## config.mk

```make
export PLATFORM = sky130hd
export DESIGN_NAME = antialiased_2bpp_pixel_expander_core_flat
export DESIGN_NICKNAME = d
export VERILOG_FILES = /design/src/design/aa2e_pkg.sv /design/src/design/aa2e_if.sv /design/src/design/antialiased_2bpp_pixel_expander_core.sv /design/src/design/aa2e_palette.sv /design/src/design/aa2e_serializer.sv /design/src/flat_wrapper.sv
export SDC_FILE = /design/constraint.sdc
export NUM_CORES = 1
export LEC_CHECK = 0
export BUFFER_PORTS_ARGS = -buffer_cell sky130_fd_sc_hd__buf_2
export CAP_MARGIN = 20
export CORE_MARGIN = 2
export CORE_UTILIZATION = 53
export CTS_BUF_LIST = sky130_fd_sc_hd__clkbuf_16
export DETAILED_ROUTE_END_ITERATION = 10
export GPL_TIMING_DRIVEN = 0
export MAX_ROUTING_LAYER = met4
export PLACE_DENSITY = 0.69
export REMOVE_ABC_BUFFERS = 1
export SLEW_MARGIN = 20
export SYNTH_ARGS = -nofsm -noshare
export SYNTH_HDL_FRONTEND = slang
export SYNTH_SLANG_ARGS = --single-unit
```

## constraint.sdc

```tcl
create_clock -name clk_i -period 9.3 [get_ports clk_i]
set_clock_uncertainty 0.2 [all_clocks]
set_input_delay 0.93 -clock clk_i [delete_from_list [all_inputs] [get_ports clk_i]]
set_output_delay 0.93 -clock clk_i [all_outputs]
set_load 0.1 [all_outputs]
```

## src/design/aa2e_pkg.sv

```systemverilog
// Package for the anti-aliased 2bpp pixel expander.
// Holds the palette type, register indexes, reset colours and the palette builder.
// No dependencies.
package aa2e_pkg;

  localparam int unsigned ColorW = 16;
  localparam int unsigned CfgIdxW = 1;
  localparam int unsigned NumCodes = 4;

  localparam logic [ColorW-1:0] FORE_RST = 16'hFFFF;
  localparam logic [ColorW-1:0] BACK_RST = 16'h0000;

  localparam logic [CfgIdxW-1:0] REG_FORE = 1'b0;
  localparam logic [CfgIdxW-1:0] REG_BACK = 1'b1;

  typedef logic [NumCodes-1:0][ColorW-1:0] pal_t;
  typedef logic [1:0]                      code_t;

  // Per channel (fg + bg) / 6 by reciprocal 43/256; brightness sum / 3 by 171/512.
  function automatic pal_t build_pal(logic [ColorW-1:0] fc, logic [ColorW-1:0] bc);
    logic [6:0]  rs, gs, bs;
    logic [12:0] rp, gp, bp;
    logic [3:0]  rt, bt;
    logic [4:0]  gt;
    logic [6:0]  fsum, bsum;
    logic [14:0] fprod, bprod;
    logic [5:0]  fa, ba;
    logic        near;
    logic [5:0]  rk2, bk2, rk3, bk3;
    logic [6:0]  gk2, gk3;
    pal_t        pal;
    rs    = 7'(fc[15:11]) + 7'(bc[15:11]);
    gs    = 7'({fc[10:6], 1'b0}) + 7'({bc[10:6], 1'b0});
    bs    = 7'(fc[4:0]) + 7'(bc[4:0]);
    rp    = 13'(rs) * 13'd43;
    gp    = 13'(gs) * 13'd43;
    bp    = 13'(bs) * 13'd43;
    rt    = rp[11:8];
    gt    = gp[12:8];
    bt    = bp[11:8];
    fsum  = 7'(fc[15:11]) + 7'({fc[10:6], 1'b0}) + 7'(fc[4:0]);
    bsum  = 7'(bc[15:11]) + 7'({bc[10:6], 1'b0}) + 7'(bc[4:0]);
    fprod = 15'(fsum) * 15'd171;
    bprod = 15'(bsum) * 15'd171;
    fa    = fprod[14:9];
    ba    = bprod[14:9];
    near  = (7'(fa) + 7'd5) > 7'(ba);
    rk2   = near ? {rt, 2'b00} : {1'b0, rt, 1'b0};
    gk2   = near ? {gt, 2'b00} : {1'b0, gt, 1'b0};
    bk2   = near ? {bt, 2'b00} : {1'b0, bt, 1'b0};
    rk3   = 6'(rt) + 6'({rt, 1'b0});
    gk3   = 7'(gt) + 7'({gt, 1'b0});
    bk3   = 6'(bt) + 6'({bt, 1'b0});
    pal[0] = fc;
    pal[1] = bc;
    pal[2] = 16'({rk2, 11'b0}) | 16'({gk2, 5'b0}) | 16'(bk2);
    pal[3] = 16'({rk3, 11'b0}) | 16'({gk3, 5'b0}) | 16'(bk3);
    return pal;
  endfunction

  localparam pal_t PAL_RST = build_pal(FORE_RST, BACK_RST);

endpackage

```

## src/design/aa2e_if.sv

```systemverilog
// Handshake channels of the anti-aliased 2bpp pixel expander.
// Input channel carries one bitmap byte, output channel one pixel. No dependencies.
interface aa2e_in_if;
  logic       valid;
  logic       ready;
  logic [7:0] bitmap_byte;
  logic       end_of_image;

  modport source (output valid, output bitmap_byte, output end_of_image, input ready);
  modport sink   (input valid, input bitmap_byte, input end_of_image, output ready);
endinterface

interface aa2e_out_if;
  logic        valid;
  logic        ready;
  logic [15:0] pixel_color;
  logic        byte_last;
  logic        image_last;

  modport source (output valid, output pixel_color, output byte_last, output image_last,
                  input ready);
  modport sink   (input valid, input pixel_color, input byte_last, input image_last,
                  output ready);
endinterface

```

## src/design/antialiased_2bpp_pixel_expander_core.sv

```systemverilog
// Top level of the anti-aliased 2bpp pixel expander.
// Depends on aa2e_pkg, the channel interfaces, aa2e_palette and aa2e_serializer.
//
// Usage:
//   byte_i  takes one bitmap byte per item: four 2-bit pixel codes, bits 7:6
//           first, and an end-of-image flag.
//   pixel_o gives four RGB565 pixel items per byte; byte_last marks the fourth,
//           image_last marks the fourth of a byte flagged as end of image.
//   cfg_*   writes the foreground (index 0) or background (index 1) colour;
//           the palette with both blended shades is rebuilt on the write edge.
// Path: the first pixel of a byte passes through the byte register, then the output register.
// Throughput: one pixel per cycle while pixel_o is taken, set by the single
//   pixel output register; the next byte is taken in the cycle its
//   predecessor's last pixel moves into that register.
// Reset: no item held, foreground white, background black.
// Stall: while pixel_o is not taken, the output register and the byte
//   register hold and byte_i is not ready once a byte is waiting.
module antialiased_2bpp_pixel_expander_core (
  input  logic                         clk_i,
  input  logic                         rst_ni,
  input  logic                         cfg_we_i,
  input  logic [aa2e_pkg::CfgIdxW-1:0] cfg_idx_i,
  input  logic [aa2e_pkg::ColorW-1:0]  cfg_wdata_i,
  aa2e_in_if.sink                      byte_i,
  aa2e_out_if.source                   pixel_o
);
  import aa2e_pkg::*;

  pal_t pal;

  aa2e_palette u_palette (
    .clk_i       (clk_i),
    .rst_ni      (rst_ni),
    .cfg_we_i    (cfg_we_i),
    .cfg_idx_i   (cfg_idx_i),
    .cfg_wdata_i (cfg_wdata_i),
    .pal_o       (pal)
  );

  aa2e_serializer u_serializer (
    .clk_i  (clk_i),
    .rst_ni (rst_ni),
    .pal_i  (pal),
    .in_i   (byte_i),
    .out_o  (pixel_o)
  );

endmodule

```

## src/design/aa2e_palette.sv

```systemverilog
// Colour registers and the four-entry palette derived from them.
// Depends on aa2e_pkg.
module aa2e_palette (
  input  logic                            clk_i,
  input  logic                            rst_ni,
  input  logic                            cfg_we_i,
  input  logic [aa2e_pkg::CfgIdxW-1:0]    cfg_idx_i,
  input  logic [aa2e_pkg::ColorW-1:0]     cfg_wdata_i,
  output aa2e_pkg::pal_t                  pal_o
);
  import aa2e_pkg::*;

  pal_t              pal_q, pal_d;
  logic [ColorW-1:0] fore_d, back_d;

  always_comb begin
    fore_d = pal_q[0];
    back_d = pal_q[1];
    if (cfg_we_i) begin
      unique case (cfg_idx_i)
        REG_FORE: fore_d = cfg_wdata_i;
        REG_BACK: back_d = cfg_wdata_i;
        default: ;
      endcase
    end
    pal_d = build_pal(fore_d, back_d);
  end

  always_ff @(posedge clk_i or negedge rst_ni) begin
    if (!rst_ni) begin
      pal_q <= PAL_RST;
    end else if (cfg_we_i) begin
      pal_q <= pal_d;
    end
  end

  assign pal_o = pal_q;

endmodule

```

## src/design/aa2e_serializer.sv

```systemverilog
// Byte register, pixel counter and output register: one pixel per cycle while the output is taken.
// Depends on aa2e_pkg and the channel interfaces.
module aa2e_serializer (
  input  logic           clk_i,
  input  logic           rst_ni,
  input  aa2e_pkg::pal_t pal_i,
  aa2e_in_if.sink        in_i,
  aa2e_out_if.source     out_o
);
  import aa2e_pkg::*;

  logic [7:0]        byte_q;
  logic              eoi_q;
  logic [1:0]        cnt_q;
  logic              busy_q;
  logic              out_valid_q;
  logic [ColorW-1:0] pix_q;
  logic              blast_q, ilast_q;
  logic              advance, accept, last_pix;
  code_t             code;

  assign advance  = busy_q && (!out_valid_q || out_o.ready);
  assign last_pix = (cnt_q == 2'd3);
  assign in_i.ready = !busy_q || (advance && last_pix);
  assign accept   = in_i.valid && in_i.ready;

  always_comb begin
    case (cnt_q)
      2'd0:    code = byte_q[7:6];
      2'd1:    code = byte_q[5:4];
      2'd2:    code = byte_q[3:2];
      default: code = byte_q[1:0];
    endcase
  end

  always_ff @(posedge clk_i or negedge rst_ni) begin
    if (!rst_ni) begin
      busy_q      <= 1'b0;
      cnt_q       <= 2'd0;
      out_valid_q <= 1'b0;
    end else begin
      if (accept) begin
        busy_q <= 1'b1;
        cnt_q  <= 2'd0;
      end else if (advance) begin
        cnt_q <= cnt_q + 2'd1;
        if (last_pix) begin
          busy_q <= 1'b0;
        end
      end
      if (advance) begin
        out_valid_q <= 1'b1;
      end else if (out_o.ready) begin
        out_valid_q <= 1'b0;
      end
    end
  end

  always_ff @(posedge clk_i) begin
    if (accept) begin
      byte_q <= in_i.bitmap_byte;
      eoi_q  <= in_i.end_of_image;
    end
    if (advance) begin
      pix_q   <= pal_i[code];
      blast_q <= last_pix;
      ilast_q <= last_pix && eoi_q;
    end
  end

  assign out_o.valid       = out_valid_q;
  assign out_o.pixel_color = pix_q;
  assign out_o.byte_last   = blast_q;
  assign out_o.image_last  = ilast_q;

endmodule
```

## src/flat_wrapper.sv

```systemverilog
// flat-port wrapper written by rule: the top's interface ports become plain ports
module antialiased_2bpp_pixel_expander_core_flat import aa2e_pkg::*;
  (clk_i, rst_ni, cfg_we_i, cfg_idx_i, cfg_wdata_i, byte_i_valid, byte_i_bitmap_byte, byte_i_end_of_image, byte_i_ready, pixel_o_valid, pixel_o_pixel_color, pixel_o_byte_last, pixel_o_image_last, pixel_o_ready);
  aa2e_in_if byte_i_i ();
  aa2e_out_if pixel_o_i ();
  input  logic clk_i;
  input  logic rst_ni;
  input  logic cfg_we_i;
  input  logic [aa2e_pkg::CfgIdxW-1:0] cfg_idx_i;
  input  logic [aa2e_pkg::ColorW-1:0] cfg_wdata_i;
  input wire logic [$bits(byte_i_i.valid)-1:0] byte_i_valid;
  input wire logic [$bits(byte_i_i.bitmap_byte)-1:0] byte_i_bitmap_byte;
  input wire logic [$bits(byte_i_i.end_of_image)-1:0] byte_i_end_of_image;
  output wire logic [$bits(byte_i_i.ready)-1:0] byte_i_ready;
  output wire logic [$bits(pixel_o_i.valid)-1:0] pixel_o_valid;
  output wire logic [$bits(pixel_o_i.pixel_color)-1:0] pixel_o_pixel_color;
  output wire logic [$bits(pixel_o_i.byte_last)-1:0] pixel_o_byte_last;
  output wire logic [$bits(pixel_o_i.image_last)-1:0] pixel_o_image_last;
  input wire logic [$bits(pixel_o_i.ready)-1:0] pixel_o_ready;
  assign byte_i_i.valid = byte_i_valid;
  assign byte_i_i.bitmap_byte = byte_i_bitmap_byte;
  assign byte_i_i.end_of_image = byte_i_end_of_image;
  assign byte_i_ready = byte_i_i.ready;
  assign pixel_o_valid = pixel_o_i.valid;
  assign pixel_o_pixel_color = pixel_o_i.pixel_color;
  assign pixel_o_byte_last = pixel_o_i.byte_last;
  assign pixel_o_image_last = pixel_o_i.image_last;
  assign pixel_o_i.ready = pixel_o_ready;
  antialiased_2bpp_pixel_expander_core u_core (.clk_i(clk_i), .rst_ni(rst_ni), .cfg_we_i(cfg_we_i), .cfg_idx_i(cfg_idx_i), .cfg_wdata_i(cfg_wdata_i), .byte_i(byte_i_i), .pixel_o(pixel_o_i));
endmodule
```

# == Word level (Yosys, flattened, before mapping) ==
# Cells that the tools add are included.
# word_totals
regBits,95
out_inout_bits,20
# classes
addsub,12
multipliers,5
order_cmp,2
eq_ne,3
n_mux,17
bitwise,5
n_reduce_logical,15
# ops
op,n
$mux 16,5
$bmux 16 s2,1
$or 16x12->16,2
$or 16x6->16,2
$mul 7x8->15 const B,2
$mul 6x6->12 const B,2
$add 5x6->7,3
$add 7x5->7,2
$mul 7x6->13 const B,1
$add 5x5->6,2
$add 6x3->7 const B,1
$add 6x6->7,1
$gt 7x6->1,1
$mux 7,1
$add 4x5->6,1
$mux 6,1
$pmux 2 s3,1
$reduce_and 2->1,3
$reduce_bool 2->1,3
$add 4x5->5,1
$mux 1,5
$mux 5,1
$eq 2x2->1 const B,2
$logic_and 1x1->1,4
other kinds (8),11

# == Depth between registers and ports, before layout ==
# Gate-level depths: netlist of the first run.
# depth
depth_word,10
depth_mapped,38
depth_no_buf,35

# == Cells and area by module ==
# Synthesis of the first run repeated with hierarchy kept, for this count alone.
# hier_totals
cells_unflattened,922
hier_area_um2,9993.3
# by_module_without_submodules
module,n_inst,cells_per_inst,area_per_inst_um2,seq_area_each_um2
aa2e_palette,1,805,8330.5,1619.1
aa2e_serializer,1,117,1662.8,910.9

# == Least setup slack after synthesis of the first run ==
# OpenSTA, ideal clock, no wires.
# synth_path
path_type,input to register
startpoint,in cfg_idx_i
endpoint,reg u_core.u_palette.pal_q (netlist bit u_core.u_palette.pal_o[47])
setup_time_ns,0.077
arrival_ns,8.255
t_required_ns,9.023
slack_ns,0.768
cell_stages,30
n_path_buf,1
path_cell_list,nand2_1 > buf_1 > mux2_2 > fa_1 > ha_1 > fa_1 > a21o_1 > a21oi_1 > xnor2_1 > ha_1 > inv_1 > fa_1 > inv_1 > fa_1 > inv_1 > fa_1 > inv_1 > ha_1 > a2111oi_0 > o21bai_1 > a41o_1 > mux2i_1 > a2111oi_0 > ha_1 > a21oi_1 > o21ai_0 > o21ai_0 > o41ai_4 > or2_2 > a31oi_1
# synth_lines
element,line_no,text
"start, declared",flat_wrapper.sv:9,input logic [aa2e_pkg::CfgIdxW-1:0] cfg_idx_i;
$mux 16,aa2e_palette.sv:20,unique case (cfg_idx_i)
$mux 16,aa2e_palette.sv:19,if (cfg_we_i) begin
net u_core.u_palette.back_d[1],aa2e_palette.sv:14,"logic [ColorW-1:0] fore_d, back_d;"
$add 7x5->7,aa2e_pkg.sv:42,"bsum = 7'(bc[15:11]) + 7'({bc[10:6], 1'b0}) + 7'(bc[4:0]);"
$mul 7x8->15,aa2e_pkg.sv:44,bprod = 15'(bsum) * 15'd171;
$gt 7x6->1,aa2e_pkg.sv:47,near = (7'(fa) + 7'd5) > 7'(ba);
$mux 5,aa2e_pkg.sv:48,"rk2 = near ? {rt, 2'b00} : {1'b0, rt, 1'b0};"
$or 16x12->16,aa2e_pkg.sv:56,"pal[2] = 16'({rk2, 11'b0}) | 16'({gk2, 5'b0}) | 16'(bk2);"
$or 16x6->16,aa2e_pkg.sv:56,
"end signal, assigned",aa2e_palette.sv:33,pal_q <= pal_d;
"end, declared",aa2e_palette.sv:13,"pal_t pal_q, pal_d;"
# The timed path passes the listed nets, and every way through them passes these cells.
# A chain may end at the register's enable or synchronous reset.

# == Worst setup path after layout of the first run ==
# layout_path
startpoint,in cfg_we_i
endpoint,reg u_core.u_palette.pal_q (netlist bit u_core.u_palette.pal_o[40])
# layout_between
elab_chain_len,9
# layout_rtl
element,line_no,text
"start, declared",flat_wrapper.sv:8,input logic cfg_we_i;
$mux 16,aa2e_palette.sv:19,
net u_core.u_palette.fore_d[13],aa2e_palette.sv:14,
$add 5x6->7,aa2e_pkg.sv:41,"fsum = 7'(fc[15:11]) + 7'({fc[10:6], 1'b0}) + 7'(fc[4:0]);"
$add 7x5->7,aa2e_pkg.sv:41,
$mul 7x8->15,aa2e_pkg.sv:43,fprod = 15'(fsum) * 15'd171;
$add 6x3->7,aa2e_pkg.sv:47,
$gt 7x6->1,aa2e_pkg.sv:47,
$mux 7,aa2e_pkg.sv:49,"gk2 = near ? {gt, 2'b00} : {1'b0, gt, 1'b0};"
$or 16x12->16,aa2e_pkg.sv:56,
$or 16x6->16,aa2e_pkg.sv:56,
# The timed path passes the listed nets, and every way through them passes these cells.

==> impl_metrics.env, run 1 <==
export IMPL_outcome="complete, no violations"
export IMPL_viasPerCell=5.42
export IMPL_period_share_pct=93.7
export IMPL_syn_cell_area_um2=9590
export IMPL_grt_max_degree=52
export IMPL_vias=6772
export IMPL_finalSetupTns_ns=0
export IMPL_cts_clk_slew_worst_paths_ns=0.06
export IMPL_final_layout_size_suffix_gt1_share_pct=16.7
export IMPL_io_buffers=50
export IMPL_startpoint_type="primary input"
export IMPL_first_global_vias=6891
export IMPL_crit_type="primary input to register"
export IMPL_num_rows=49
export IMPL_synth_enable_flop_cells=27
export IMPL_die_area_um2=19200
export IMPL_final_util_pct=59.5
export IMPL_synthMuxAreaShare_pct=6.60
export IMPL_ys_top_cells_by_area="ha_1 26%, fa_1 9.6%, dfstp_2 9.3%, dfrtp_1 8.6%, edfxtp_1 8.5%"
export IMPL_min_path_type="register to register"
export IMPL_critPathMaxFanout=26
export IMPL_start_util_pct=53.7
export IMPL_path_buf_inv=6
export IMPL_cts_buffers=9
export IMPL_synth_fa_ha_area_share_pct=35.7
export IMPL_critPathCaptureType="register"
export IMPL_areaGrowthSynthToFinish_pct=10.8
export IMPL_postCtsHoldBufs=0
export IMPL_worst_ep_arrival_time_ns=8.78
export IMPL_ys_warn_count=0
export IMPL_grt_ovfl_total=0
export IMPL_ys_seq_area_share_pct=26.4
export IMPL_ys_ff_latch=94
export IMPL_core_area_um2=17800
export IMPL_relSlewSlack_pct=39.2
export IMPL_hpwl_mm=15.0
export IMPL_dr_pass1_iters=5
export IMPL_final_cell_mix="200 x ha_1, 143 x inv_1, 111 x nand2_1"
export IMPL_synthSimpleGateAreaFrac_pct=9.66
export IMPL_synth_top_family_by_area="adder cells"
export IMPL_slowest_stage="fa_1"
export IMPL_clock_sinks=94
export IMPL_rsz0062_at_grt="no"
export IMPL_crit_required_ns=9.37
export IMPL_synth_area_leader_cell="ha_1"
export IMPL_setup_viol_count_final=0
export IMPL_layout_commonest_cell="ha_1"
export IMPL_period_minus_slack_ns=8.71
export IMPL_avgSynthCellArea_um2=9.94
export IMPL_clockRootBuffer="clkbuf_16"
export IMPL_synth_top_area_share_pct=26.1
export IMPL_fin_nets=1291
export IMPL_synthArstFlopShare_pct=71.3
export IMPL_clock_latency_ns=0.34
export IMPL_ios=51
export IMPL_cts_tree="done"
export IMPL_cpLargestDelayFamily="adder cells"
export IMPL_synth_xor_area_share_pct=4.29
export IMPL_drc=0
export IMPL_wl_per_cell_um=15.4
export IMPL_h_tree_depth=3
export IMPL_finalMaxSlewViolations=0
export IMPL_final_cells=1250
export IMPL_die_w_um=138
export IMPL_fmax_mhz=115
export IMPL_synth_cell_type_count=53
export IMPL_grtUsageTotal_pct=21.5
export IMPL_antenna_found_initial=1
export IMPL_worst_pin_slew_ns=0.911
export IMPL_cp_slowest_stage_delay_ns=0.56
export IMPL_synth_cells=964
export IMPL_dieHeight_um=138
export IMPL_placedCellCount=1226
export IMPL_ant_nets=0
export IMPL_r2r_slack_ns=1.22
export IMPL_synth_compound_area_share_pct=10.8
export IMPL_cts_max_path_buffers=2
export IMPL_grt_pass1_wl_mm=33.0
export IMPL_synth_ff_type="dfstp_2"
export IMPL_fill_cells=1540
export IMPL_totalWireLength_mm=19.3
export IMPL_finalHoldViolations=0
export IMPL_drv_cap=0
export IMPL_drt_iter0_markers=298
export IMPL_place_gp_congestion=0.817
cell usage after synthesis (8+ instances only):
| cell | n |
|---|---|
| and2_1 | 17 |
| o21ai_0 | 15 |
| a211oi_1 | 17 |
| dfstp_2 | 34 |
| a21oi_1 | 37 |
| ha_1 | 200 |
| nand2_1 | 113 |
| nor2_1 | 27 |
| edfxtp_1 | 27 |
| mux2_2 | 42 |
| a31oi_1 | 19 |
| inv_1 | 142 |
| clkbuf_1 | 18 |
| nand3_1 | 8 |
| xnor2_1 | 34 |
| o21bai_1 | 9 |
| dfrtp_1 | 33 |
| xor2_1 | 13 |
| a21o_1 | 22 |
| mux2i_1 | 16 |
| fa_1 | 46 |
| nor3_1 | 10 |
worst paths after layout:
kind                                                                 end                              startpoint  cells past startpoint
min in group asynchronous       u_core.u_serializer.cnt_q[0]$_DFFE_PN0P_                                  rst_ni                      1
worst max-delay path              u_core.u_palette.pal_o[40]$_DFFE_PN1P_                                cfg_we_i                     35
worst min register to register     u_core.u_palette.pal_o[5]$_DFFE_PN1P_   u_core.u_palette.pal_o[5]$_DFFE_PN1P_                      2
worst max register to register    u_core.u_palette.pal_o[40]$_DFFE_PN1P_  u_core.u_palette.pal_o[12]$_DFFE_PN1P_                     32
max in group asynchronous         u_core.u_palette.pal_o[15]$_DFFE_PN1P_                                  rst_ni                      2
worst min-delay path               u_core.u_palette.pal_o[5]$_DFFE_PN1P_   u_core.u_palette.pal_o[5]$_DFFE_PN1P_                      2
worst reg2reg max path: cells and delay by family (launching register included):
kind	cells	cell delay [ns]
fa+ha+maj	8	3.18
compound gates	11	2.19
simple gates	7	1.20
flops	1	0.52
buf+inv	4	0.46
mux	1	0.14
xor+xnor	1	0.10
metrics by stage:
step | instance area, µm² | worst slack [ns] | hold WS [ns]
6_report | 10600 | 0.587 | 0.257
5_1_grt | 10600 | 0.0156 | 0.276
4_1_cts | 10500 | 0.0765 | 0.259
3_5_place_dp | 10100 | -1.39 | 0.248
3_3_place_gp | 10000 | -1.64 | 0.246
2_1_floorplan | 9500 | 0.415 | 0.236
kinds of logic (layout without fill, tap and decap cells):
group / count (synthesis) / after routing
DFF: 94 / 94
and+or+nand+nor: 206 / 206
muxes: 58 / 58
buffers and inverters: 164 / 219
other: 0 / 2
adders and majority gates: 246 / 246
AOI/OAI and AO/OA: 149 / 149
xor gates and xnor gates: 47 / 47
area by class of cell:
| cell class | count | area [µm²] | area share, % |
|---|---|---|---|
| timing repair buffer | 61 | 432 | 4.07 |
| clock inverter | 7 | 90.1 | 0.849 |
| tap | 229 | 287 | 2.70 |
| clock buffer | 9 | 225 | 2.12 |
| inverter | 142 | 533 | 5.02 |
| sequential | 94 | 2530 | 23.8 |
| multi-input combinational | 706 | 6520 | 61.4 |
| antenna | 2 | 5.00 | 0.0471 |
routing by layer:
layer	GRT usage, %	wire length [µm]	share of wire [%]	up-vias
met5	-	0	0	-
met4	3.60	162	0.84	0
met3	2.74	560	2.9	11
met2	37.0	9650	50	86
met1	27.7	8900	46	3259
li1	-	-	-	3416
state kept, by name, indices dropped and copies added (netlist names), 2 cells and up:
| name | cells |
|---|---|
| u_core.u_palette.pal_o | 63 |
| u_core.u_serializer.out_o.pixel_color | 16 |
| u_core.u_serializer.cnt_q | 2 |
| u_core.u_serializer.byte_q | 8 |
timing repair:
item                                    in CTS  in global routing
endpoints found under the setup margin      15                 15
pin swaps                                    0                  2
resized for setup                            7                 11
cloned                                       0                  1
buffers inserted                             3                  2
Power of run 1 is not shown: default switching activity piles up to over one toggle a cycle in this logic, so the estimate is an artifact.
==> run 2: changes to the inputs <==
--- a/config.mk
+++ b/config.mk
@@ -6,7 +6,6 @@
 export NUM_CORES = 1
 export LEC_CHECK = 0
 export BUFFER_PORTS_ARGS = -buffer_cell sky130_fd_sc_hd__buf_2
-export CAP_MARGIN = 20
 export CORE_MARGIN = 2
 export CORE_UTILIZATION = 53
 export CTS_BUF_LIST = sky130_fd_sc_hd__clkbuf_16
==> constraint.sdc (replaced) <==
create_clock -name clk_i -period 9.2 [get_ports clk_i]
set_clock_uncertainty 0.2 [all_clocks]
set_input_delay 0.92 -clock clk_i [delete_from_list [all_inputs] [get_ports clk_i]]
set_output_delay 0.92 -clock clk_i [all_outputs]
set_load 0.1 [all_outputs]
==> run 2 against run 1 <==
First-iteration DRC count decreased by 13%. Cell area increased by 0.28%. Register-to-register slack about the same. Clock-buffer cell count unchanged. Hold slack about the same. Global-route usage about the same. Setup slack got worse by 0.023 ns. Flip-flop and latch count unchanged. Final cell count about the same. Critical path type unchanged.
==> impl_metrics.env, run 2 (synthesized netlist as in run 1, its figures left out) <==
export IMPL_cts_tree="done"
export IMPL_crit_required_ns=9.22
export IMPL_regArea_um2=2530
export IMPL_slowest_stage="fa_1"
export IMPL_grtUsageTotal_pct=21.5
export IMPL_die_area_um2=19200
export IMPL_core_area_um2=17800
export IMPL_grt_pass1_wl_mm=32.9
export IMPL_finalHoldViolations=0
export IMPL_dieHeight_um=138
export IMPL_cts_max_path_buffers=2
export IMPL_final_util_pct=59.7
export IMPL_clock_sinks=94
export IMPL_totalWireLength_mm=19.2
export IMPL_grt_max_degree=52
export IMPL_finalMaxSlewViolations=0
export IMPL_worst_pin_slew_ns=0.910
export IMPL_cts_buffers=9
export IMPL_period_share_pct=93.9
export IMPL_final_layout_size_suffix_gt1_share_pct=17.1
export IMPL_critPathMaxFanout=26
export IMPL_cpLargestDelayFamily="adder cells"
export IMPL_viasPerCell=5.42
export IMPL_rsz0062_at_grt="no"
export IMPL_fin_nets=1292
export IMPL_dr_pass1_iters=5
export IMPL_wl_per_cell_um=15.4
export IMPL_die_w_um=138
export IMPL_clock_latency_ns=0.34
export IMPL_final_cell_mix="199 x ha_1, 143 x inv_1, 111 x nand2_1"
export IMPL_crit_type="primary input to register"
export IMPL_placedCellCount=1226
export IMPL_drv_cap=0
export IMPL_place_gp_congestion=0.817
export IMPL_layout_commonest_cell="ha_1"
export IMPL_cp_slowest_stage_delay_ns=0.56
export IMPL_vias=6776
export IMPL_hpwl_mm=15.0
export IMPL_antenna_found_initial=1
export IMPL_num_rows=49
export IMPL_h_tree_depth=3
export IMPL_relSlewSlack_pct=39.2
export IMPL_ios=51
export IMPL_clockRootBuffer="clkbuf_16"
export IMPL_period_minus_slack_ns=8.64
export IMPL_io_buffers=50
export IMPL_fill_cells=1534
export IMPL_path_buf_inv=6
export IMPL_grt_ovfl_total=0
export IMPL_first_global_vias=6883
export IMPL_startpoint_type="primary input"
export IMPL_cts_clk_slew_worst_paths_ns=0.06
export IMPL_ant_nets=0
export IMPL_fmax_mhz=116
export IMPL_start_util_pct=53.7
export IMPL_areaGrowthSynthToFinish_pct=11.1
export IMPL_postCtsHoldBufs=0
export IMPL_min_path_type="register to register"
export IMPL_final_cells=1251
export IMPL_critPathCaptureType="register"
export IMPL_outcome="complete, no violations"
export IMPL_drc=0
export IMPL_largest_register_ffs=63
export IMPL_drt_iter0_markers=258
export IMPL_setup_viol_count_final=0
export IMPL_worst_ep_arrival_time_ns=8.66
export IMPL_multi_input_area_um2=6540
-- run 2: metrics by stage --
stage / hold slack, ns / area (µm²) / setup TNS [ns] / setup slack [ns]
after CTS: 0.259 / 10500 / 0 / 0.0238
final: 0.257 / 10600 / 0 / 0.563
after detailed placement: 0.248 / 10100 / -19.45 / -1.48
after global placement: 0.246 / 10000 / -23.56 / -1.73
after global routing: 0.276 / 10600 / 0 / 0.0247
after floorplan: 0.236 / 9500 / 0 / 0.325
-- run 2: area by class of cell --
type	instances	area share (%)
Clock buffer	9	2.12
Multi-Input combinational cell	706	61.4
Timing Repair Buffer	62	4.13
Antenna cell	2	0.0470
Inverter	142	5.01
Tap cell	229	2.69
Clock inverter	7	0.846
Sequential cell	94	23.8
-- run 2: worst register-to-register path: cells and delay by family, from the launching register on --
kind                       cells  cell delay [ns]
DFF                            1             0.52
adders and majority gates      8             3.14
and+or+nand+nor                7             1.19
buffers and inverters          4             0.48
AOI/OAI and AO/OA             12             1.97
xor gates and xnor gates       1             0.10
muxes                          1             0.23
-- run 2: worst paths after layout --
kind / startpoint / endpoint / slack [ns] / cells after the start
worst max-delay path: cfg_we_i / u_core.u_palette.pal_o[39]$_DFFE_PN0P_ / 0.56 / 36
worst min-delay path: u_core.u_palette.pal_o[5]$_DFFE_PN1P_ / u_core.u_palette.pal_o[5]$_DFFE_PN1P_ / 0.26 / 2
worst max register to register: u_core.u_palette.pal_o[12]$_DFFE_PN1P_ / u_core.u_palette.pal_o[39]$_DFFE_PN0P_ / 1.21 / 33
worst min register to register: u_core.u_palette.pal_o[5]$_DFFE_PN1P_ / u_core.u_palette.pal_o[5]$_DFFE_PN1P_ / 0.26 / 2
max in group asynchronous: rst_ni / u_core.u_palette.pal_o[15]$_DFFE_PN1P_ / 7.90 / 2
min in group asynchronous: rst_ni / u_core.u_serializer.cnt_q[0]$_DFFE_PN0P_ / 0.29 / 1
-- run 2: timing repair --
item                                    in CTS  in global routing
setup buffers                                3                  3
endpoints found under the setup margin      15                 15
cloned                                       0                  1
resized for setup                            8                 13
pin swaps                                    0                  4
-- run 2: routing by layer --
metal / wire length (µm) / GRT usage, %
met1: 8850 / 27.7
met2: 9630 / 36.9
met3: 603 / 2.74
met4: 162 / 3.60
met5: 0 / -
Power of run 2 is left out for the same reason.
